==> src/rtl/gbn_pkg.sv <==
// Package for the Go-Back-N sender window.
// Holds field widths, request codes, register indexes, reset values and shared structs.
// No dependencies.
`default_nettype none

package gbn_pkg;

	localparam int SEQ_COUNT_DEF = 20;
	localparam int SEQ_W         = 5;
	localparam int CNT_W         = 16;
	localparam int WIN_W         = 5;
	localparam int TMO_W         = 8;
	localparam int KIND_W        = 2;
	localparam int ACK_W         = 8;
	localparam int CFG_IDX_W     = 2;
	localparam int CFG_DATA_W    = 16;

	typedef enum logic [KIND_W-1:0] {
		KIND_START    = 2'd0,
		KIND_POLL     = 2'd1,
		KIND_POLL_ACK = 2'd2
	} kind_t;

	typedef enum logic [CFG_IDX_W-1:0] {
		REG_WINDOW  = 2'd0,
		REG_TOTAL   = 2'd1,
		REG_TIMEOUT = 2'd2
	} reg_idx_t;

	localparam logic [WIN_W-1:0] WINDOW_RST  = 5'd10;
	localparam logic [CNT_W-1:0] TOTAL_RST   = 16'd4;
	localparam logic [TMO_W-1:0] TIMEOUT_RST = 8'd20;

	typedef struct packed {
		logic [WIN_W-1:0] window;
		logic [CNT_W-1:0] total;
		logic [TMO_W-1:0] timeout;
	} cfg_t;

	typedef struct packed {
		logic [KIND_W-1:0] kind;
		logic [ACK_W-1:0]  ack_seq;
	} req_t;

	typedef struct packed {
		logic             send_valid;
		logic [SEQ_W-1:0] send_seq;
		logic [CNT_W-1:0] packet_index;
		logic             ack_accepted;
		logic             timeout_fired;
		logic [CNT_W-1:0] acked_total;
		logic             done_res;
	} res_t;

endpackage

`default_nettype wire

==> src/rtl/gbn_in_if.sv <==
// Request channel of the sender window: kind and acknowledgement byte.
// Depends on gbn_pkg for field widths.
`default_nettype none

interface gbn_in_if;
	logic                         valid;
	logic                         ready;
	logic [gbn_pkg::KIND_W-1:0]   kind;
	logic [gbn_pkg::ACK_W-1:0]    ack_seq;

	modport source (output valid, output kind, output ack_seq, input ready);
	modport sink (input valid, input kind, input ack_seq, output ready);
endinterface

`default_nettype wire

==> src/rtl/gbn_out_if.sv <==
// Result channel of the sender window: one result per request.
// Depends on gbn_pkg for field widths.
`default_nettype none

interface gbn_out_if;
	logic                         valid;
	logic                         ready;
	logic                         send_valid;
	logic [gbn_pkg::SEQ_W-1:0]    send_seq;
	logic [gbn_pkg::CNT_W-1:0]    packet_index;
	logic                         ack_accepted;
	logic                         timeout_fired;
	logic [gbn_pkg::CNT_W-1:0]    acked_total;
	logic                         done_res;

	modport source (output valid, output send_valid, output send_seq, output packet_index,
		output ack_accepted, output timeout_fired, output acked_total, output done_res,
		input ready);
	modport sink (input valid, input send_valid, input send_seq, input packet_index,
		input ack_accepted, input timeout_fired, input acked_total, input done_res,
		output ready);
endinterface

`default_nettype wire

==> src/rtl/gbn_cfg_if.sv <==
// Configuration write channel: register index and write data.
// Depends on gbn_pkg for field widths.
`default_nettype none

interface gbn_cfg_if;
	logic                             valid;
	logic                             ready;
	logic [gbn_pkg::CFG_IDX_W-1:0]    reg_index;
	logic [gbn_pkg::CFG_DATA_W-1:0]   wdata;

	modport source (output valid, output reg_index, output wdata, input ready);
	modport sink (input valid, input reg_index, input wdata, output ready);
endinterface

`default_nettype wire

==> src/rtl/gbn_cfg_regs.sv <==
// Configuration register file of the sender window.
// Depends on gbn_pkg and gbn_cfg_if.
`default_nettype none

module gbn_cfg_regs (
	input  wire logic    clk,
	input  wire logic    arst_n,
	gbn_cfg_if.sink      cfg,
	output gbn_pkg::cfg_t regs
);
	import gbn_pkg::*;

	cfg_t regs_q;

	assign cfg.ready = 1'b1;
	assign regs      = regs_q;

	always_ff @(posedge clk or negedge arst_n) begin
		if (!arst_n) begin
			regs_q.window  <= WINDOW_RST;
			regs_q.total   <= TOTAL_RST;
			regs_q.timeout <= TIMEOUT_RST;
		end else if (cfg.valid && cfg.ready) begin
			case (cfg.reg_index)
				REG_WINDOW:  regs_q.window  <= cfg.wdata[WIN_W-1:0];
				REG_TOTAL:   regs_q.total   <= cfg.wdata[CNT_W-1:0];
				REG_TIMEOUT: regs_q.timeout <= cfg.wdata[TMO_W-1:0];
				default: ;
			endcase
		end
	end

endmodule

`default_nettype wire

==> src/rtl/gbn_core.sv <==
// Session state and combinational step logic of the sender window.
// Depends on gbn_pkg.
`default_nettype none

module gbn_core #(
	parameter int SEQ_COUNT = gbn_pkg::SEQ_COUNT_DEF
) (
	input  wire logic      clk,
	input  wire logic      arst_n,
	input  wire logic      step,
	input  gbn_pkg::req_t  req,
	input  gbn_pkg::cfg_t  cfg,
	output gbn_pkg::res_t  res
);
	import gbn_pkg::*;

	localparam logic [SEQ_W:0]   SEQ_N    = (SEQ_W+1)'(SEQ_COUNT);
	localparam logic [SEQ_W-1:0] SEQ_LAST = SEQ_W'(SEQ_COUNT - 1);
	localparam logic [ACK_W-1:0] ACK_MAX  = ACK_W'(SEQ_COUNT);

	logic [SEQ_W-1:0] next_seq_q, base_seq_q;
	logic [CNT_W-1:0] sent_count_q, acked_count_q;
	logic [TMO_W-1:0] silent_polls_q;
	logic             active_q;

	logic [SEQ_W-1:0] n_next, n_base;
	logic [CNT_W-1:0] n_sent, n_acked;
	logic [TMO_W-1:0] n_silent;
	logic             n_active;

	logic [WIN_W-1:0] win_eff;
	logic [CNT_W-1:0] outstanding;
	logic [CNT_W:0]   out_after;
	logic             poll, issue, ack_ok, cover_ok;
	logic [SEQ_W-1:0] seq_inc, slot, base_new;
	logic [SEQ_W:0]   span, covered;
	logic [CNT_W-1:0] acked_new;

	always_comb begin
		if (cfg.window == '0) begin
			win_eff = WIN_W'(1);
		end else if (cfg.window > SEQ_LAST) begin
			win_eff = SEQ_LAST;
		end else begin
			win_eff = cfg.window;
		end

		poll        = (req.kind == KIND_POLL) || (req.kind == KIND_POLL_ACK);
		outstanding = sent_count_q - acked_count_q;
		issue       = poll && active_q && (outstanding < CNT_W'(win_eff))
			&& (sent_count_q < cfg.total);
		seq_inc     = (next_seq_q == SEQ_LAST) ? '0 : next_seq_q + 1'b1;
		out_after   = {1'b0, outstanding} + (CNT_W+1)'(issue);

		ack_ok = (req.ack_seq != '0) && (req.ack_seq <= ACK_MAX);
		slot   = SEQ_W'(req.ack_seq - 1'b1);
		if (slot >= base_seq_q) begin
			span = {1'b0, slot} - {1'b0, base_seq_q};
		end else begin
			span = {1'b0, slot} + SEQ_N - {1'b0, base_seq_q};
		end
		covered   = span + 1'b1;
		cover_ok  = ack_ok && ((CNT_W+1)'(covered) <= out_after);
		acked_new = acked_count_q + CNT_W'(covered);
		base_new  = (slot == SEQ_LAST) ? '0 : slot + 1'b1;

		n_next   = next_seq_q;
		n_base   = base_seq_q;
		n_sent   = sent_count_q;
		n_acked  = acked_count_q;
		n_silent = silent_polls_q;
		n_active = active_q;
		res      = '0;

		if (issue) begin
			res.send_valid   = 1'b1;
			res.send_seq     = next_seq_q + 1'b1;
			res.packet_index = sent_count_q;
			n_next           = seq_inc;
			n_sent           = sent_count_q + 1'b1;
		end

		case (req.kind)
			KIND_START: begin
				n_next   = '0;
				n_base   = '0;
				n_sent   = '0;
				n_acked  = '0;
				n_silent = '0;
				n_active = (cfg.total != '0);
				res.done_res = (cfg.total == '0);
			end
			KIND_POLL: begin
				if (active_q) begin
					if (silent_polls_q >= cfg.timeout) begin
						n_next            = base_seq_q;
						n_sent            = acked_count_q;
						n_silent          = '0;
						res.timeout_fired = 1'b1;
					end else begin
						n_silent = silent_polls_q + 1'b1;
					end
				end
			end
			KIND_POLL_ACK: begin
				if (active_q) begin
					n_silent = '0;
					if (cover_ok) begin
						n_acked          = acked_new;
						n_base           = base_new;
						res.ack_accepted = 1'b1;
						if (acked_new == cfg.total) begin
							n_active     = 1'b0;
							res.done_res = 1'b1;
						end
					end
				end
			end
			default: ;
		endcase

		res.acked_total = n_acked;
	end

	always_ff @(posedge clk or negedge arst_n) begin
		if (!arst_n) begin
			next_seq_q     <= '0;
			base_seq_q     <= '0;
			sent_count_q   <= '0;
			acked_count_q  <= '0;
			silent_polls_q <= '0;
			active_q       <= 1'b0;
		end else if (step) begin
			next_seq_q     <= n_next;
			base_seq_q     <= n_base;
			sent_count_q   <= n_sent;
			acked_count_q  <= n_acked;
			silent_polls_q <= n_silent;
			active_q       <= n_active;
		end
	end

	// The pointers stay inside the sequence space.
	a_seq_range: assert property (@(posedge clk) disable iff (!arst_n)
		(next_seq_q < SEQ_N) && (base_seq_q < SEQ_N))
		else $error("sequence pointer out of range");

	// Cumulative acks never cover more packets than were issued.
	a_acked_le_sent: assert property (@(posedge clk) disable iff (!arst_n)
		acked_count_q <= sent_count_q)
		else $error("acked count exceeds sent count");

	// A finished session is idle afterwards.
	a_done_idle: assert property (@(posedge clk) disable iff (!arst_n)
		step && res.done_res |=> !active_q)
		else $error("session still active after done");

	// A rewind restarts the silence count and returns to the window base.
	a_rewind: assert property (@(posedge clk) disable iff (!arst_n)
		step && res.timeout_fired |=> (silent_polls_q == '0) && (sent_count_q == acked_count_q))
		else $error("rewind did not restore the window");

endmodule

`default_nettype wire

==> src/rtl/gbn_sender_window.sv <==
// Go-Back-N sender window: one result per request, a new request every cycle while results are
// taken; a request is held in req_s1, the session steps, and its result is registered in res_s2.
// Configuration writes are always ready and take effect on the next request.
// Depends on gbn_pkg, gbn_in_if, gbn_out_if, gbn_cfg_if, gbn_cfg_regs and gbn_core.
`default_nettype none

module gbn_sender_window #(
	parameter int SEQ_COUNT = gbn_pkg::SEQ_COUNT_DEF
) (
	input  wire logic clk,
	input  wire logic arst_n,
	gbn_in_if.sink    item,
	gbn_out_if.source result,
	gbn_cfg_if.sink   cfg
);
	import gbn_pkg::*;

	cfg_t regs;
	req_t req_s1;
	res_t core_res, res_s2;
	logic valid_s1, valid_s2;
	logic adv, step;

	assign adv        = !valid_s2 || result.ready;
	assign step       = valid_s1 && adv;
	assign item.ready = !valid_s1 || adv;

	always_ff @(posedge clk or negedge arst_n) begin
		if (!arst_n) begin
			valid_s1 <= 1'b0;
			valid_s2 <= 1'b0;
		end else begin
			if (item.ready) begin
				valid_s1 <= item.valid;
			end
			if (adv) begin
				valid_s2 <= valid_s1;
			end
		end
	end

	always_ff @(posedge clk) begin
		if (item.valid && item.ready) begin
			req_s1.kind    <= item.kind;
			req_s1.ack_seq <= item.ack_seq;
		end
		if (step) begin
			res_s2 <= core_res;
		end
	end

	gbn_cfg_regs u_cfg (
		.clk    (clk),
		.arst_n (arst_n),
		.cfg    (cfg),
		.regs   (regs)
	);

	gbn_core #(
		.SEQ_COUNT (SEQ_COUNT)
	) u_core (
		.clk    (clk),
		.arst_n (arst_n),
		.step   (step),
		.req    (req_s1),
		.cfg    (regs),
		.res    (core_res)
	);

	assign result.valid         = valid_s2;
	assign result.send_valid    = res_s2.send_valid;
	assign result.send_seq      = res_s2.send_seq;
	assign result.packet_index  = res_s2.packet_index;
	assign result.ack_accepted  = res_s2.ack_accepted;
	assign result.timeout_fired = res_s2.timeout_fired;
	assign result.acked_total   = res_s2.acked_total;
	assign result.done_res      = res_s2.done_res;

endmodule

`default_nettype wire
==> src/flat_wrapper.sv <==
// flat-port wrapper written by rule: the top's interface ports become plain ports
module gbn_sender_window_flat import gbn_pkg::*;
#(
	parameter int SEQ_COUNT = gbn_pkg::SEQ_COUNT_DEF
)
  (clk, arst_n, item_valid, item_kind, item_ack_seq, item_ready, result_valid, result_send_valid, result_send_seq, result_packet_index, result_ack_accepted, result_timeout_fired, result_acked_total, result_done_res, result_ready, cfg_valid, cfg_reg_index, cfg_wdata, cfg_ready);
  gbn_in_if item_i ();
  gbn_out_if result_i ();
  gbn_cfg_if cfg_i ();
  input  wire logic clk;
  input  wire logic arst_n;
  input wire logic [$bits(item_i.valid)-1:0] item_valid;
  input wire logic [$bits(item_i.kind)-1:0] item_kind;
  input wire logic [$bits(item_i.ack_seq)-1:0] item_ack_seq;
  output wire logic [$bits(item_i.ready)-1:0] item_ready;
  output wire logic [$bits(result_i.valid)-1:0] result_valid;
  output wire logic [$bits(result_i.send_valid)-1:0] result_send_valid;
  output wire logic [$bits(result_i.send_seq)-1:0] result_send_seq;
  output wire logic [$bits(result_i.packet_index)-1:0] result_packet_index;
  output wire logic [$bits(result_i.ack_accepted)-1:0] result_ack_accepted;
  output wire logic [$bits(result_i.timeout_fired)-1:0] result_timeout_fired;
  output wire logic [$bits(result_i.acked_total)-1:0] result_acked_total;
  output wire logic [$bits(result_i.done_res)-1:0] result_done_res;
  input wire logic [$bits(result_i.ready)-1:0] result_ready;
  input wire logic [$bits(cfg_i.valid)-1:0] cfg_valid;
  input wire logic [$bits(cfg_i.reg_index)-1:0] cfg_reg_index;
  input wire logic [$bits(cfg_i.wdata)-1:0] cfg_wdata;
  output wire logic [$bits(cfg_i.ready)-1:0] cfg_ready;
  assign item_i.valid = item_valid;
  assign item_i.kind = item_kind;
  assign item_i.ack_seq = item_ack_seq;
  assign item_ready = item_i.ready;
  assign result_valid = result_i.valid;
  assign result_send_valid = result_i.send_valid;
  assign result_send_seq = result_i.send_seq;
  assign result_packet_index = result_i.packet_index;
  assign result_ack_accepted = result_i.ack_accepted;
  assign result_timeout_fired = result_i.timeout_fired;
  assign result_acked_total = result_i.acked_total;
  assign result_done_res = result_i.done_res;
  assign result_i.ready = result_ready;
  assign cfg_i.valid = cfg_valid;
  assign cfg_i.reg_index = cfg_reg_index;
  assign cfg_i.wdata = cfg_wdata;
  assign cfg_ready = cfg_i.ready;
  gbn_sender_window #(.SEQ_COUNT(SEQ_COUNT)) u_core (.clk(clk), .arst_n(arst_n), .item(item_i), .result(result_i), .cfg(cfg_i));
endmodule
==> config.mk <==
export PLATFORM = sky130hd
export DESIGN_NAME = gbn_sender_window_flat
export DESIGN_NICKNAME = d
export VERILOG_FILES = /design/src/rtl/gbn_pkg.sv /design/src/rtl/gbn_in_if.sv /design/src/rtl/gbn_out_if.sv /design/src/rtl/gbn_cfg_if.sv /design/src/rtl/gbn_cfg_regs.sv /design/src/rtl/gbn_core.sv /design/src/rtl/gbn_sender_window.sv /design/src/flat_wrapper.sv
export SDC_FILE = /design/constraint.sdc
export NUM_CORES = 1
export LEC_CHECK = 0
export ABC_AREA = 1
export BUFFER_PORTS_ARGS = -buffer_cell sky130_fd_sc_hd__clkbuf_2
export CORE_UTILIZATION = 30
export CTS_CLUSTER_DIAMETER = 60
export CTS_CLUSTER_SIZE = 12
export DETAILED_ROUTE_END_ITERATION = 7
export PLACE_DENSITY = 0.5
export SYNTH_ARGS = -nofsm -noshare
export SYNTH_HDL_FRONTEND = slang
export SYNTH_HIERARCHICAL = 1
export SYNTH_SLANG_ARGS = --single-unit
==> constraint.sdc <==
create_clock -name clk -period 6.8 [get_ports clk]
set_input_delay 0.68 -clock clk [delete_from_list [all_inputs] [get_ports clk]]
set_output_delay 0.68 -clock clk [all_outputs]
set_load 0.03 [all_outputs]
After elaboration in Yosys (flattened, before gate mapping)
Index checks and enable logic that the tools add are counted.
- $add $sub $neg: 12
- magnitude comparators: 7
- equality and inequality tests: 10
- multiplexer cells: 34
- reductions and logical operators: 28
- operators with widths (cell ; count):
    16-bit two-way mux ; 5
    16-bit one-hot mux with 2 select lines ; 2
    5-bit two-way mux ; 9
    8-bit two-way mux ; 3
    8-bit one-hot mux with 3 select lines ; 1
    22-bit two-way mux ; 1
    5-bit one-hot mux with 2 select lines ; 2
    16-bit by 1-bit adder with 17-bit output ; 1
    6-bit by 17-bit less-or-equal comparator with 1-bit output ; 1
    16-bit by 1-bit adder with 16-bit output (second input constant) ; 1
    16-bit by 6-bit adder with 16-bit output ; 1
    16-bit == test ; 1
    16-bit zero test ; 1
    16-bit less-than comparator ; 1
    16-bit by 5-bit less-than comparator with 1-bit output ; 1
    16-bit nonzero test ; 1
    16-bit subtractor ; 1
    2-bit AND reduction ; 6
    5-bit by 1-bit adder with 5-bit output (second input constant) ; 2
    5-bit == test (second input constant) ; 2
    8-bit by 1-bit adder with 8-bit output (second input constant) ; 1
    8-bit greater-or-equal comparator ; 1
    8-bit by 5-bit less-or-equal comparator with 1-bit output (second input constant) ; 1
    1-bit two-way mux ; 8
    other kinds (21) ; 37
- register bits after elaboration: 133
- bits of input ports: 33
- output and inout port bits: 44
- logic and storage cells: 111

Logic depth before layout (Yosys ltp)
Gate-level depths: netlist of the first run.
- word-level depth: 12
- depth in mapped cells: 40
- depth with buffers taken out: 39

By module
The synthesis of the first run kept the hierarchy.
- modules (own cells, without submodules) (module ; times used ; cells an instance ; area each (um^2) ; sequential area each (um^2)):
    gbn_core ; 1 ; 1210 ; 7438.4 ; 1276.2
    gbn_sender_window ; 1 ; 63 ; 1626.6 ; 1581.5
    gbn_cfg_regs ; 1 ; 132 ; 1219.9 ; 732.0

Worst setup path after synthesis of the first run
Ideal clock, no wire load.
- path kind: flip-flop to flip-flop
- from: reg u_core.u_core.sent_count_q[0]
- to: reg u_core.res_s2 (netlist bit u_core/result.acked_total[1]) (data pin)
- setup time: 0.264 ns
- data arrival time: 4.816 ns
- data required time: 6.536 ns
- setup slack: 1.720 ns
- stages on the path, launching flop included: 40
- path buffers: 2
- period minus slack after synthesis: 5.080 ns
- path through: dfrtp_1 inv_1 ha_1 inv_1 fa_1 nand3_1 nand3_1 nand2_1 nand2_1 ha_1 nor2_1 nand3_1 nor2_1 nand4_1 nor3_1 nand3_1 buf_2 inv_1 [4 not listed] nand3_1 nand2_1 nand2_1 ha_1 nand4_1 o221ai_1 a21oi_1 nor2_1 nand3_1 nor2_1 nand2_1 nor2_2 nand2_4 nand3_4 buf_12 nand2_2 nand3_1 o21ai_1
- RTL lines (item ; line ; text):
    from (decl) ; gbn_core.sv:22 ; logic [CNT_W-1:0] sent_count_q, acked_count_q;
    from (signal assigned) ; gbn_core.sv:136 ; sent_count_q <= n_sent;
    to (signal assigned) ; gbn_sender_window.sv:48 ; res_s2 <= core_res;
    to (decl) ; gbn_sender_window.sv:20 ; res_t core_res, res_s2;

==> run_results.csv, run 1 <==
group,metric,value,unit
outcome,run_status,"finished clean",
logic_synthesis,yosysSeqAreaShare,34.9,%
critical_path,required,7010,ps
critical_path,timing.critical_path.fanout_max,18,
floorplanning,standard_cell_core_area,33600,um2
logic_synthesis,synth_area_leaders,"sky130_fd_sc_hd__dfrtp_1 (19%), sky130_fd_sc_hd__edfxtp_1 (15%), sky130_fd_sc_hd__nand2_1 (14%), sky130_fd_sc_hd__ha_1 (9.6%), sky130_fd_sc_hd__inv_1 (7.7%)",
clock_network,clock_tree.buffer_depth,2,
critical_path,slowest_stage,"sky130_fd_sc_hd__fa_1",
critical_path,critical_path.endpoint,"u_core/result.acked_total[2]$_DFFE_PP_",
floorplanning,floorplan.die.width,187,um
critical_path,critPathTopFamily,"simple AND/OR/NAND/NOR gates",
global_route,antenna_violations_before_repair,0,
detailed_routing,routed_wl,32.7,mm
run,max_cap_violations,0,
global_route,globalRouteTotalUtil,19.2,%
logic_synthesis,synth_top_family_by_area,"simple AND/OR/NAND/NOR gates",
place,dp_cells,1911,
critical_path,timing.reg2reg.setup_slack,1010,ps
logic_synthesis,yosysWarnings,6,
sta,report.final.slew_viol_count,0,
detailed_routing,drt_iter0_drc,836,
detailed_routing,routed-via-count,9442,
clock_network,post-cts-setup-buffers,0,
logic_synthesis,yosys.area_share.xor_xnor,4.00,%
power_and_ir_drop,p_leak,5.88,nW
detailed_routing,detail_route.vias_per_cell,4.86,
clock_network,ctsHoldBuffers,0,
power_and_ir_drop,maximum_ir_drop_on_the_vdd_rail,178,uV
detailed_routing,drtPass1Iterations,5,
clock_network,tritoncts.num_buffers,17,
sta,timing_worst_slew_pin_value,975,ps
critical_path,crit_start,"u_core/u_core/sent_count_q[0]$_DFFE_PN0P_",
global_route,global_route_wire_length_before_repair,51.2,mm
clock_network,clk_pin_slew_worst_paths,60,ps
logic_synthesis,yosys_most_used_dff,"sky130_fd_sc_hd__dfrtp_1",
detailed_routing,residual_antenna_violating_net_count_after_detailed_routing,0,
floorplanning,rows,67,
place,buffer_ports.inserted,75,
sta,layout_min_cycle_time,5790,ps
place,pre_cts_ws,1110,ps
cells_and_area,syn2layout_area_growth,14.2,%
logic_synthesis,syn-cell-area,10300,um2
critical_path,crit-reg2reg-launch,"u_core/u_core/sent_count_q[0]$_DFFE_PN0P_",
logic_synthesis,synth_compound_area_share,8.37,%
hold_path,min_path_type,"primary input to asynchronous set/reset pin",
cells_and_area,final_cell_count_no_fill,1943,
sta,rsz0062_at_grt,"false",
global_route,grt_max_degree,75,
floorplanning,floorplan.initialDensity,30.6,%
sta,layout_worst_path_cycle_share,85.2,%
power_and_ir_drop,cellPowerDensity,307,nW/um2
critical_path,timing.critical_path.slowest_cell_delay,450,ps
cells_and_area,post_route_cells_drive_above_1_share,12.0,%
sta,clock_skew,15.3,ps
clock_network,cts_repair_resizes,0,
logic_synthesis,number_of_enable_type_register_cells_in_the_synthesized_netlist,51,
sta,finalWorstSetupSlack,1010,ps
logic_synthesis,synth_simple_gate_area_share,32.4,%
critical_path,sort_of_element_at_the_end_of_the_critical_path,"flip-flop",
sta,hold_violations,0,
critical_path,ff2ff_path_depth,38,
logic_synthesis,synth_area_per_cell,7.32,um2
logic_synthesis,synth_top_cell_by_area,"sky130_fd_sc_hd__dfrtp_1",
critical_path,critical_path.reg2reg.endpoint,"u_core/result.acked_total[2]$_DFFE_PP_",
floorplanning,die_height,187,um
logic_synthesis,synth-async-reset-ratio,61.7,%
global_route,grt_remaining_overflow,0,
sta,max_freq,173,MHz
logic_synthesis,synth_cell_types,51,
place,place_hpwl,25.7,mm
place,gp_congestion,0.933,
cells_and_area,final_nets,1600,
critical_path,critPathArrivalTime,6000,ps
cells_and_area,num_antenna_cells,0,
floorplanning,design.portCount,77,
floorplanning,design.die.area,35000,um2
clock_network,clock_insertion_delay_worst_skew,450,ps
sta,fin_setup_tns,0,ps
logic_synthesis,synthesis.nets,1523,
clock_network,h-tree-depth,4,
critical_path,worstSetupPathDepth,38,
clock_network,clock-sinks,133,
logic_synthesis,yosys.area_share.adder,10.8,%
sta,final-setup-viol-count,0,
clock_network,cts_tree,"done",
detailed_routing,drt_drc_violations_left,0,
detailed_routing,post_drt_wl_per_cell,16.8,um
clock_network,cts_root_buf,"sky130_fd_sc_hd__clkbuf_16",
logic_synthesis,netlist.area_leader.share,18.7,%
logic_synthesis,ff_latch_count_synth,133,
global_route,first_global_vias,9144,
critical_path,timing_worst_setup_path_type,"flip-flop to flip-flop",
critical_path,start_kind,"flip-flop",
logic_synthesis,yosys-mux-area-fraction,0,%
critical_path,cpMostUsedCell,"sky130_fd_sc_hd__nand2_1",
logic_synthesis,post-synth-top-count-cell,"sky130_fd_sc_hd__nand2_1",
logic_synthesis,synthesized_instance_count,1405,
logic_synthesis,synth.top_cells.by_count,"sky130_fd_sc_hd__nand2_1 (380), sky130_fd_sc_hd__inv_1 (210), sky130_fd_sc_hd__nor2_1 (127)",
sta,timing.max_slew.rel_slack,35.0,%
critical_path,cp_num_buf_inv,5,
==> sequential cells by signal (all words and copies together) (netlist names), 5 cells and up <==
name / count
u_core/u_cfg/regs: 29
u_core/req_s1: 10
u_core/u_core/silent_polls_q: 8
u_core/result.send_seq: 5
u_core/u_core/next_seq_q: 5
u_core/u_core/acked_count_q: 16
u_core/result.packet_index: 16
u_core/u_core/sent_count_q: 16
u_core/u_core/base_seq_q: 5
u_core/result.acked_total: 16
==> cell usage in the layout (no fill, tap or decap), types with 5 or more instances in the layout <==
cell                        synthesis  routed
sky130_fd_sc_hd__a21oi_1           46      44
sky130_fd_sc_hd__a22oi_1            7       7
sky130_fd_sc_hd__a31oi_1            9       9
sky130_fd_sc_hd__buf_4              4      13
sky130_fd_sc_hd__clkbuf_16          0      17
sky130_fd_sc_hd__clkbuf_2           0      74
sky130_fd_sc_hd__dfrtp_1           77      77
sky130_fd_sc_hd__dfstp_2            5       5
sky130_fd_sc_hd__edfxtp_1          51      51
sky130_fd_sc_hd__fa_1               6       6
sky130_fd_sc_hd__ha_1              79      79
sky130_fd_sc_hd__inv_1            210     210
sky130_fd_sc_hd__nand2_1          380     380
sky130_fd_sc_hd__nand2_2           24      24
sky130_fd_sc_hd__nand3_1          109     109
sky130_fd_sc_hd__nand3_2            6       6
sky130_fd_sc_hd__nand3b_1           5       5
sky130_fd_sc_hd__nand4_1           56      56
sky130_fd_sc_hd__nor2_1           127     127
sky130_fd_sc_hd__nor2_2             9       9
sky130_fd_sc_hd__nor3_1            16      16
sky130_fd_sc_hd__o211ai_1           8       8
sky130_fd_sc_hd__o21ai_0           44      44
sky130_fd_sc_hd__o22ai_1            7       7
sky130_fd_sc_hd__xnor2_1            7       7
sky130_fd_sc_hd__xor2_1            40      40
==> power breakdown <==
part | leakage, nW | internal, W | total (W) | switching (W)
sequential | 1.52 | 0.000944 | 0.00110 | 0.000153
combinational | 4.08 | 0.000522 | 0.00157 | 0.00105
clock | 0.277 | 0.000545 | 0.000938 | 0.000394
==> area by class of cell <==
type                       count  area, um2
fill                        3604      21900
multi-input combinational   1028       5730
sequential                   133       3590
inverter                     215        807
tap                          448        561
timing repair buffer          87        468
clock buffer                  19        433
clock inverter                13        149
==> how the worst min path moves through the flow <==
| stage | startpoint | end | slack [ps] | depth (start not counted) |
|---|---|---|---|---|
| after floorplan | arst_n | u_core/result.valid$_DFFE_PN0P_ | 380 | 0 |
| after global placement | u_core/u_cfg/regs[2]$_DFFE_PN1P_ | u_core/u_cfg/regs[2]$_DFFE_PN1P_ | 450 | 2 |
| after detailed placement | u_core/u_cfg/regs[3]$_DFFE_PN0P_ | u_core/u_cfg/regs[3]$_DFFE_PN0P_ | 460 | 2 |
| after CTS | arst_n | u_core/u_core/acked_count_q[3]$_DFFE_PN0P_ | 140 | 1 |
| after global routing | arst_n | u_core/u_core/next_seq_q[2]$_DFFE_PN0P_ | 150 | 1 |
| final | arst_n | u_core/u_core/next_seq_q[2]$_DFFE_PN0P_ | 140 | 1 |
==> metal layers <==
metal / track usage [%] / wire (um) / vias to the layer above
met2: 30.3 / 14700 / 258
li1: - / - / 4742
met1: 26.7 / 15700 / 4414
met3: 3.32 / 1800 / 28
met5: 0 / 0 / -
met4: 5.39 / 517 / 0
==> cell families (layout without fill, tap and decap cells) <==
family                   after synthesis  count (layout)
AO/OA/AOI/OAI                        146             146
XOR/XNOR                              47              47
adder cells (fa/ha/maj)               85              85
buffers and inverters                244             334
flip-flops                           133             133
other                                  1               1
AND/OR/NAND/NOR                      749             749
==> through the flow <==
step | instance area [um2] | power, W | hold WS (ps) | util, %
6_report | 11700 | 0.00361 | 145 | 34.9
5_1_grt | 11700 | 0.00388 | 155 | 34.9
4_1_cts | 11700 | 0.00362 | 139 | 34.9
3_5_place_dp | 11200 | 0.00266 | 462 | 33.2
3_3_place_gp | 11200 | 0.00265 | 454 | 33.2
2_1_floorplan | 10300 | 0.00221 | 384 | -
Power figures use the tool's default switching activity.
==> run 2: changes to the inputs <==
--- a/config.mk
+++ b/config.mk
@@ -11,7 +11,8 @@
 export CTS_CLUSTER_DIAMETER = 60
 export CTS_CLUSTER_SIZE = 12
 export DETAILED_ROUTE_END_ITERATION = 7
-export PLACE_DENSITY = 0.5
+export MAX_ROUTING_LAYER = met4
+export PLACE_DENSITY = 0.51
 export SYNTH_ARGS = -nofsm -noshare
 export SYNTH_HDL_FRONTEND = slang
 export SYNTH_HIERARCHICAL = 1
==> constraint.sdc (replaced) <==
create_clock -name clk -period 4.71 [get_ports clk]
set_input_delay 0.471 -clock clk [delete_from_list [all_inputs] [get_ports clk]]
set_output_delay 0.471 -clock clk [all_outputs]
set_load 0.03 [all_outputs]
==> run 2 against run 1 <==
Net effect:
- the run now ends with negative setup slack left
- critical path depth stayed put
- fmax is 15% higher
- global-route usage is 1.4 points higher
- via count is 9.3% higher
- cell count is 10% higher
- sequential share of layout area is 4.5 points lower
- non-clock buffer count is 199 higher
- clock-buffer cell count is 3 higher
- utilization is 6.0 points higher
- register-to-register slack worse by 1300 ps
- hold slack worse by 100 ps
- critical path type unchanged
- setup slack worse by 1300 ps
==> run_results.csv, run 2 (synthesis gave the netlist of run 1 again) <==
group,metric,value,unit
floorplanning,design.portCount,77,
place,gp_congestion,0.907,
place,place_hpwl,26.7,mm
clock_network,clk_pin_slew_worst_paths,70,ps
power_and_ir_drop,p_leak,6.88,nW
critical_path,cp_num_buf_inv,4,
critical_path,cpMostUsedCell,"sky130_fd_sc_hd__ha_4",
cells_and_area,layout.core_utilization,41.0,%
clock_network,clock_insertion_delay_worst_skew,440,ps
global_route,antenna_violations_before_repair,0,
detailed_routing,routed_wl,34.7,mm
sta,layout_min_cycle_time,5030,ps
clock_network,clock_tree.buffer_depth,2,
sta,report.final.slew_viol_count,0,
sta,rsz0062_at_grt,"true",
cells_and_area,most_common_cell_after_layout_fill_and_taps_aside,"sky130_fd_sc_hd__nand2_1",
critical_path,start_kind,"flip-flop",
power_and_ir_drop,cellPowerDensity,432,nW/um2
floorplanning,rows,67,
cells_and_area,num_antenna_cells,0,
detailed_routing,routed-via-count,10320,
critical_path,crit_start,"u_core/u_core/acked_count_q[0]$_DFFE_PN0P_",
critical_path,sort_of_element_at_the_end_of_the_critical_path,"flip-flop",
critical_path,crit-reg2reg-launch,"u_core/u_core/acked_count_q[0]$_DFFE_PN0P_",
cells_and_area,syn2layout_area_growth,33.9,%
sta,clock_skew,13.5,ps
power_and_ir_drop,maximum_ir_drop_on_the_vdd_rail,327,uV
detailed_routing,detail_route.vias_per_cell,4.82,
sta,finalWorstSetupSlack,-325,ps
critical_path,worstSetupPathDepth,38,
sta,timing_worst_slew_pin_value,1060,ps
clock_network,ctsHoldBuffers,0,
clock_network,h-tree-depth,4,
critical_path,slowest_stage,"sky130_fd_sc_hd__dfrtp_1",
critical_path,timing.reg2reg.setup_slack,-320,ps
place,pre_cts_ws,-361,ps
clock_network,tritoncts.num_buffers,17,
global_route,globalRouteTotalUtil,20.5,%
hold_path,min_path_type,"primary input to asynchronous set/reset pin",
critical_path,ff2ff_path_depth,38,
critical_path,critPathTopFamily,"simple AND/OR/NAND/NOR gates",
place,buffer_ports.inserted,75,
critical_path,critical_path.reg2reg.endpoint,"u_core/result.acked_total[12]$_DFFE_PP_",
sta,max_freq,199,MHz
sta,layout_worst_path_cycle_share,107,%
critical_path,required,4880,ps
critical_path,critical_path.endpoint,"u_core/result.acked_total[12]$_DFFE_PP_",
cells_and_area,final_nets,1799,
sta,hold_violations,0,
sta,final-setup-viol-count,40,
outcome,failing_checks,"negative setup slack",
detailed_routing,residual_antenna_violating_net_count_after_detailed_routing,0,
critical_path,timing_worst_setup_path_type,"flip-flop to flip-flop",
critical_path,critPathArrivalTime,5210,ps
cells_and_area,layout_common_cells,"sky130_fd_sc_hd__nand2_1 (366), sky130_fd_sc_hd__buf_4 (202), sky130_fd_sc_hd__inv_1 (202)",
run,max_cap_violations,0,
global_route,grt_max_degree,67,
floorplanning,floorplan.initialDensity,30.6,%
detailed_routing,post_drt_wl_per_cell,16.2,um
critical_path,timing.critical_path.slowest_cell_delay,420,ps
floorplanning,design.die.area,35000,um2
sta,timing.max_slew.rel_slack,29.0,%
cells_and_area,post_route_cells_drive_above_1_share,26.9,%
cells_and_area,largest_register_ff_count,29,
floorplanning,standard_cell_core_area,33600,um2
power_and_ir_drop,totalPowerFinal,0.00595,W
detailed_routing,drtPass1Iterations,6,
detailed_routing,drt_drc_violations_left,0,
critical_path,timing.critical_path.fanout_max,5,
floorplanning,floorplan.die.width,187,um
global_route,global_route_wire_length_before_repair,53.7,mm
clock_network,cts_tree,"done",
outcome,run_status,"finished with violations",
clock_network,clock-sinks,133,
floorplanning,die_height,187,um
detailed_routing,drt_iter0_drc,796,
global_route,first_global_vias,9806,
global_route,grt_remaining_overflow,0,
clock_network,cts_root_buf,"sky130_fd_sc_hd__clkbuf_16",
-- run 2: changes by cell type in the layout (fill, tap and decap cells not counted), moves of 7 or more --
cell / previous run / this run
sky130_fd_sc_hd__nand3_1: 109 / 95
sky130_fd_sc_hd__buf_4: 13 / 202
sky130_fd_sc_hd__ha_4: 0 / 11
sky130_fd_sc_hd__nand3_2: 6 / 17
sky130_fd_sc_hd__nand2_4: 2 / 10
sky130_fd_sc_hd__nor2_1: 127 / 119
sky130_fd_sc_hd__o21ai_1: 4 / 11
sky130_fd_sc_hd__nand2_1: 380 / 366
sky130_fd_sc_hd__inv_1: 210 / 202
sky130_fd_sc_hd__o21ai_0: 44 / 34
sky130_fd_sc_hd__ha_1: 79 / 67
-- run 2: where the power goes --
| group | internal [W] | total [W] | leakage [nW] | switching (W) |
|---|---|---|---|---|
| logic | 0.00132 | 0.00314 | 5.09 | 0.00183 |
| clock network | 0.000787 | 0.00132 | 0.269 | 0.000536 |
| registers | 0.00136 | 0.00149 | 1.52 | 0.000123 |
| total | 0.00347 | 0.00595 | 6.88 | 0.00249 |
-- run 2: worst min path at each step --
stage	startpoint	to	slack (ps)	cells after the start
final	arst_n	u_core/u_core/silent_polls_q[5]$_DFFE_PN0P_	40	1
after global routing	arst_n	u_core/u_core/silent_polls_q[5]$_DFFE_PN0P_	70	1
after CTS	arst_n	u_core/u_core/silent_polls_q[4]$_DFFE_PN0P_	60	1
after detailed placement	u_core/u_cfg/regs[16]$_DFFE_PN0P_	u_core/u_cfg/regs[16]$_DFFE_PN0P_	460	2
after global placement	u_core/u_cfg/regs[2]$_DFFE_PN1P_	u_core/u_cfg/regs[2]$_DFFE_PN1P_	460	2
after floorplan	arst_n	u_core/result.valid$_DFFE_PN0P_	180	0
-- run 2: area by class of cell --
type / count / area (um2)
clock inverter: 10 / 106
tap: 448 / 561
multi-input combinational: 1028 / 6230
timing repair buffer: 286 / 2020
fill: 3460 / 19800
sequential: 133 / 3590
inverter: 215 / 812
clock buffer: 22 / 454
-- run 2: routing by layer --
metal	share of wire, %	global-route usage [%]	vias up
met5	0	-	-
met2	46	31.3	248
met4	2.4	7.22	0
met1	47	27.5	4886
met3	4.6	3.26	46
li1	-	-	5140
-- run 2: worst register-to-register path, delay by kind of cell (launching register included) --
| family | cells | cell delay, ps |
|---|---|---|
| simple gates | 25 | 2560 |
| fa+ha+maj | 6 | 1120 |
| buf+inv | 4 | 350 |
| compound gates | 3 | 320 |
| flops | 1 | 420 |
-- run 2: what timing repair did --
action,4_1_cts,5_1_grt
gates resized for setup,35,60
cloned,0,2
setup endpoints to repair,40,60
buffers inserted,19,9
pin swaps,18,43
-- run 2: stage by stage --
step / cells / hold slack, ps / setup TNS, ps / cell area (um2)
finish: 2142 / 41.3 / -9440 / 13800
global route: 2142 / 67.1 / -22750 / 13800
CTS: 2132 / 55.4 / -6180 / 13400
detailed placement: 2081 / 461 / -10920 / 12600
global placement: 2081 / 458 / -7810 / 12600
floorplan: 1405 / 175 / -482 / 10400
==> run 3: changes to the inputs <==
--- a/config.mk
+++ b/config.mk
@@ -13,6 +13,7 @@
 export DETAILED_ROUTE_END_ITERATION = 7
 export MAX_ROUTING_LAYER = met4
 export PLACE_DENSITY = 0.51
+export SKIP_LAST_GASP = 1
 export SYNTH_ARGS = -nofsm -noshare
 export SYNTH_HDL_FRONTEND = slang
 export SYNTH_HIERARCHICAL = 1
==> run 3 against run 2 <==
Net effect:
- the run still ends with negative setup slack left
- sequential power hardly changed
- critical path depth unchanged
- clock power about the same
- clock-buffer cell count stayed put
- clock skew fell by 0.51 ps
- non-clock buffer count shrank 1
- routed wire length is 0.37% lower
- hold slack hardly changed
- die area did not move
- fmax is 0.35% higher
- register-to-register slack better by 20 ps
==> run_results.csv, run 3 (synthesis gave the netlist of run 1 again) <==
group,metric,value,unit
outcome,run_status,"finished with violations",
outcome,failing_checks,"negative setup slack",
cells_and_area,num_antenna_cells,0,
detailed_routing,detail_route.vias_per_cell,4.79,
critical_path,slowest_stage,"sky130_fd_sc_hd__dfrtp_1",
hold_path,min_path_type,"primary input to asynchronous set/reset pin",
detailed_routing,residual_antenna_violating_net_count_after_detailed_routing,0,
cells_and_area,layout_common_cells,"sky130_fd_sc_hd__nand2_1 (366), sky130_fd_sc_hd__inv_1 (203), sky130_fd_sc_hd__buf_4 (201)",
floorplanning,rows,67,
sta,layout_worst_path_cycle_share,107,%
global_route,antenna_violations_before_repair,0,
sta,final-setup-viol-count,40,
global_route,globalRouteTotalUtil,20.5,%
sta,finalWorstSetupSlack,-307,ps
critical_path,required,4880,ps
floorplanning,standard_cell_core_area,33600,um2
place,gp_congestion,0.907,
clock_network,ctsHoldBuffers,0,
detailed_routing,routed_wl,34.6,mm
global_route,first_global_vias,9770,
critical_path,sort_of_element_at_the_end_of_the_critical_path,"flip-flop",
sta,timing_worst_slew_pin_value,1020,ps
cells_and_area,largest_register_ff_count,29,
place,buffer_ports.inserted,75,
detailed_routing,drt_drc_violations_left,0,
critical_path,timing.critical_path.fanout_max,5,
floorplanning,floorplan.die.width,187,um
floorplanning,design.die.area,35000,um2
floorplanning,floorplan.initialDensity,30.6,%
cells_and_area,most_common_cell_after_layout_fill_and_taps_aside,"sky130_fd_sc_hd__nand2_1",
global_route,grt_max_degree,67,
cells_and_area,final_nets,1798,
sta,timing.max_slew.rel_slack,31.5,%
sta,fin_setup_tns,-8510,ps
critical_path,timing.critical_path.slowest_cell_delay,420,ps
cells_and_area,layout.core_utilization,41.0,%
sta,hold_violations,0,
cells_and_area,post_route_cells_drive_above_1_share,26.6,%
sta,report.final.slew_viol_count,0,
critical_path,cpMostUsedCell,"sky130_fd_sc_hd__ha_4",
place,placement.cell_area,12600,um2
critical_path,critPathArrivalTime,5190,ps
clock_network,cts_root_buf,"sky130_fd_sc_hd__clkbuf_16",
clock_network,clock-sinks,133,
power_and_ir_drop,totalPowerFinal,0.00596,W
detailed_routing,drt_iter0_drc,752,
sta,fin_worst_hold_slack,40.9,ps
clock_network,clk_pin_slew_worst_paths,70,ps
clock_network,tritoncts.num_buffers,17,
clock_network,clock_insertion_delay_worst_skew,450,ps
floorplanning,die_height,187,um
run,max_cap_violations,0,
critical_path,start_kind,"flip-flop",
sta,layout_min_cycle_time,5020,ps
power_and_ir_drop,cellPowerDensity,433,nW/um2
critical_path,timing_worst_setup_path_type,"flip-flop to flip-flop",
cells_and_area,syn2layout_area_growth,33.9,%
sta,clock_skew,13.0,ps
detailed_routing,drtPass1Iterations,5,
global_route,grt_remaining_overflow,0,
clock_network,h-tree-depth,4,
floorplanning,design.portCount,77,
power_and_ir_drop,p_leak,6.88,nW
clock_network,cts_tree,"done",
sta,max_freq,199,MHz
cells_and_area,fin_area,13800,um2
clock_network,clock_tree.buffer_depth,2,
detailed_routing,routed-via-count,10253,
detailed_routing,post_drt_wl_per_cell,16.2,um
place,place_hpwl,26.7,mm
global_route,global_route_wire_length_before_repair,53.6,mm
power_and_ir_drop,maximum_ir_drop_on_the_vdd_rail,325,uV
sta,rsz0062_at_grt,"true",
run 3: changes by cell type in the layout (fill, tap and decap cells not counted), moves of 2 or more:
cell                      delta
sky130_fd_sc_hd__a21oi_2     -2
sky130_fd_sc_hd__o21ai_0     +3
sky130_fd_sc_hd__o21ai_2     -2
sky130_fd_sc_hd__a21oi_1     +2
sky130_fd_sc_hd__o31ai_1     -2
run 3: power by group:
part | total, W | internal, W | switching (W)
clock | 0.00132 | 0.000787 | 0.000537
sequential | 0.00149 | 0.00136 | 0.000123
combinational | 0.00315 | 0.00132 | 0.00183
total | 0.00596 | 0.00347 | 0.00249
run 3: final timing paths:
kind / from / endpoint / slack, ps / depth (start not counted)
min: arst_n / u_core/u_core/silent_polls_q[5]$_DFFE_PN0P_ / 40 / 1
max: u_core/u_core/acked_count_q[0]$_DFFE_PN0P_ / u_core/result.acked_total[12]$_DFFE_PP_ / -310 / 38
max reg2reg: u_core/u_core/acked_count_q[0]$_DFFE_PN0P_ / u_core/result.acked_total[12]$_DFFE_PP_ / -310 / 38
max in group asynchronous: arst_n / u_core/u_core/acked_count_q[14]$_DFFE_PN0P_ / 3650 / 2
min reg2reg: u_core/u_cfg/regs[4]$_DFFE_PN1P_ / u_core/u_cfg/regs[4]$_DFFE_PN1P_ / 470 / 2
min in group clk: item_ack_seq[2] / u_core/req_s1[2]$_DFFE_PP_ / 200 / 1
run 3: cell type report:
class                      count  area (um2)
tap                          448         561
inverter                     215         812
fill                        3462       19800
multi-input combinational   1028        6220
clock buffer                  22         454
sequential                   133        3590
timing repair buffer         285        2020
clock inverter                10         106
run 3: critical path: cells and delay by family, from the launching register on:
family / cells / cell delay [ps]
flip-flops: 1 / 420
AO/OA/AOI/OAI: 3 / 320
AND/OR/NAND/NOR: 25 / 2510
buffers and inverters: 4 / 350
adder cells (fa/ha/maj): 6 / 1120
run 3: layer usage:
| layer | global-route usage [%] | part of all wire, % |
|---|---|---|
| met4 | 6.87 | 2.3 |
| met5 | - | 0 |
| met3 | 3.13 | 4.2 |
| met2 | 31.3 | 46 |
| met1 | 27.6 | 48 |
run 3: stage by stage:
step | std cells | setup slack [ps]
5_1_grt | 2141 | -605
3_3_place_gp | 2081 | -270
2_1_floorplan | 1405 | -66.7
6_report | 2141 | -307
3_5_place_dp | 2081 | -361
4_1_cts | 2132 | -227
run 3: timing repair:
action | in CTS | in global routing
gates resized for setup | 31 | 60
setup endpoints to repair | 40 | 60
buffers inserted | 19 | 9
pin swaps | 15 | 42
cloned | 0 | 2
endpoints found under the hold margin | 0 | 0
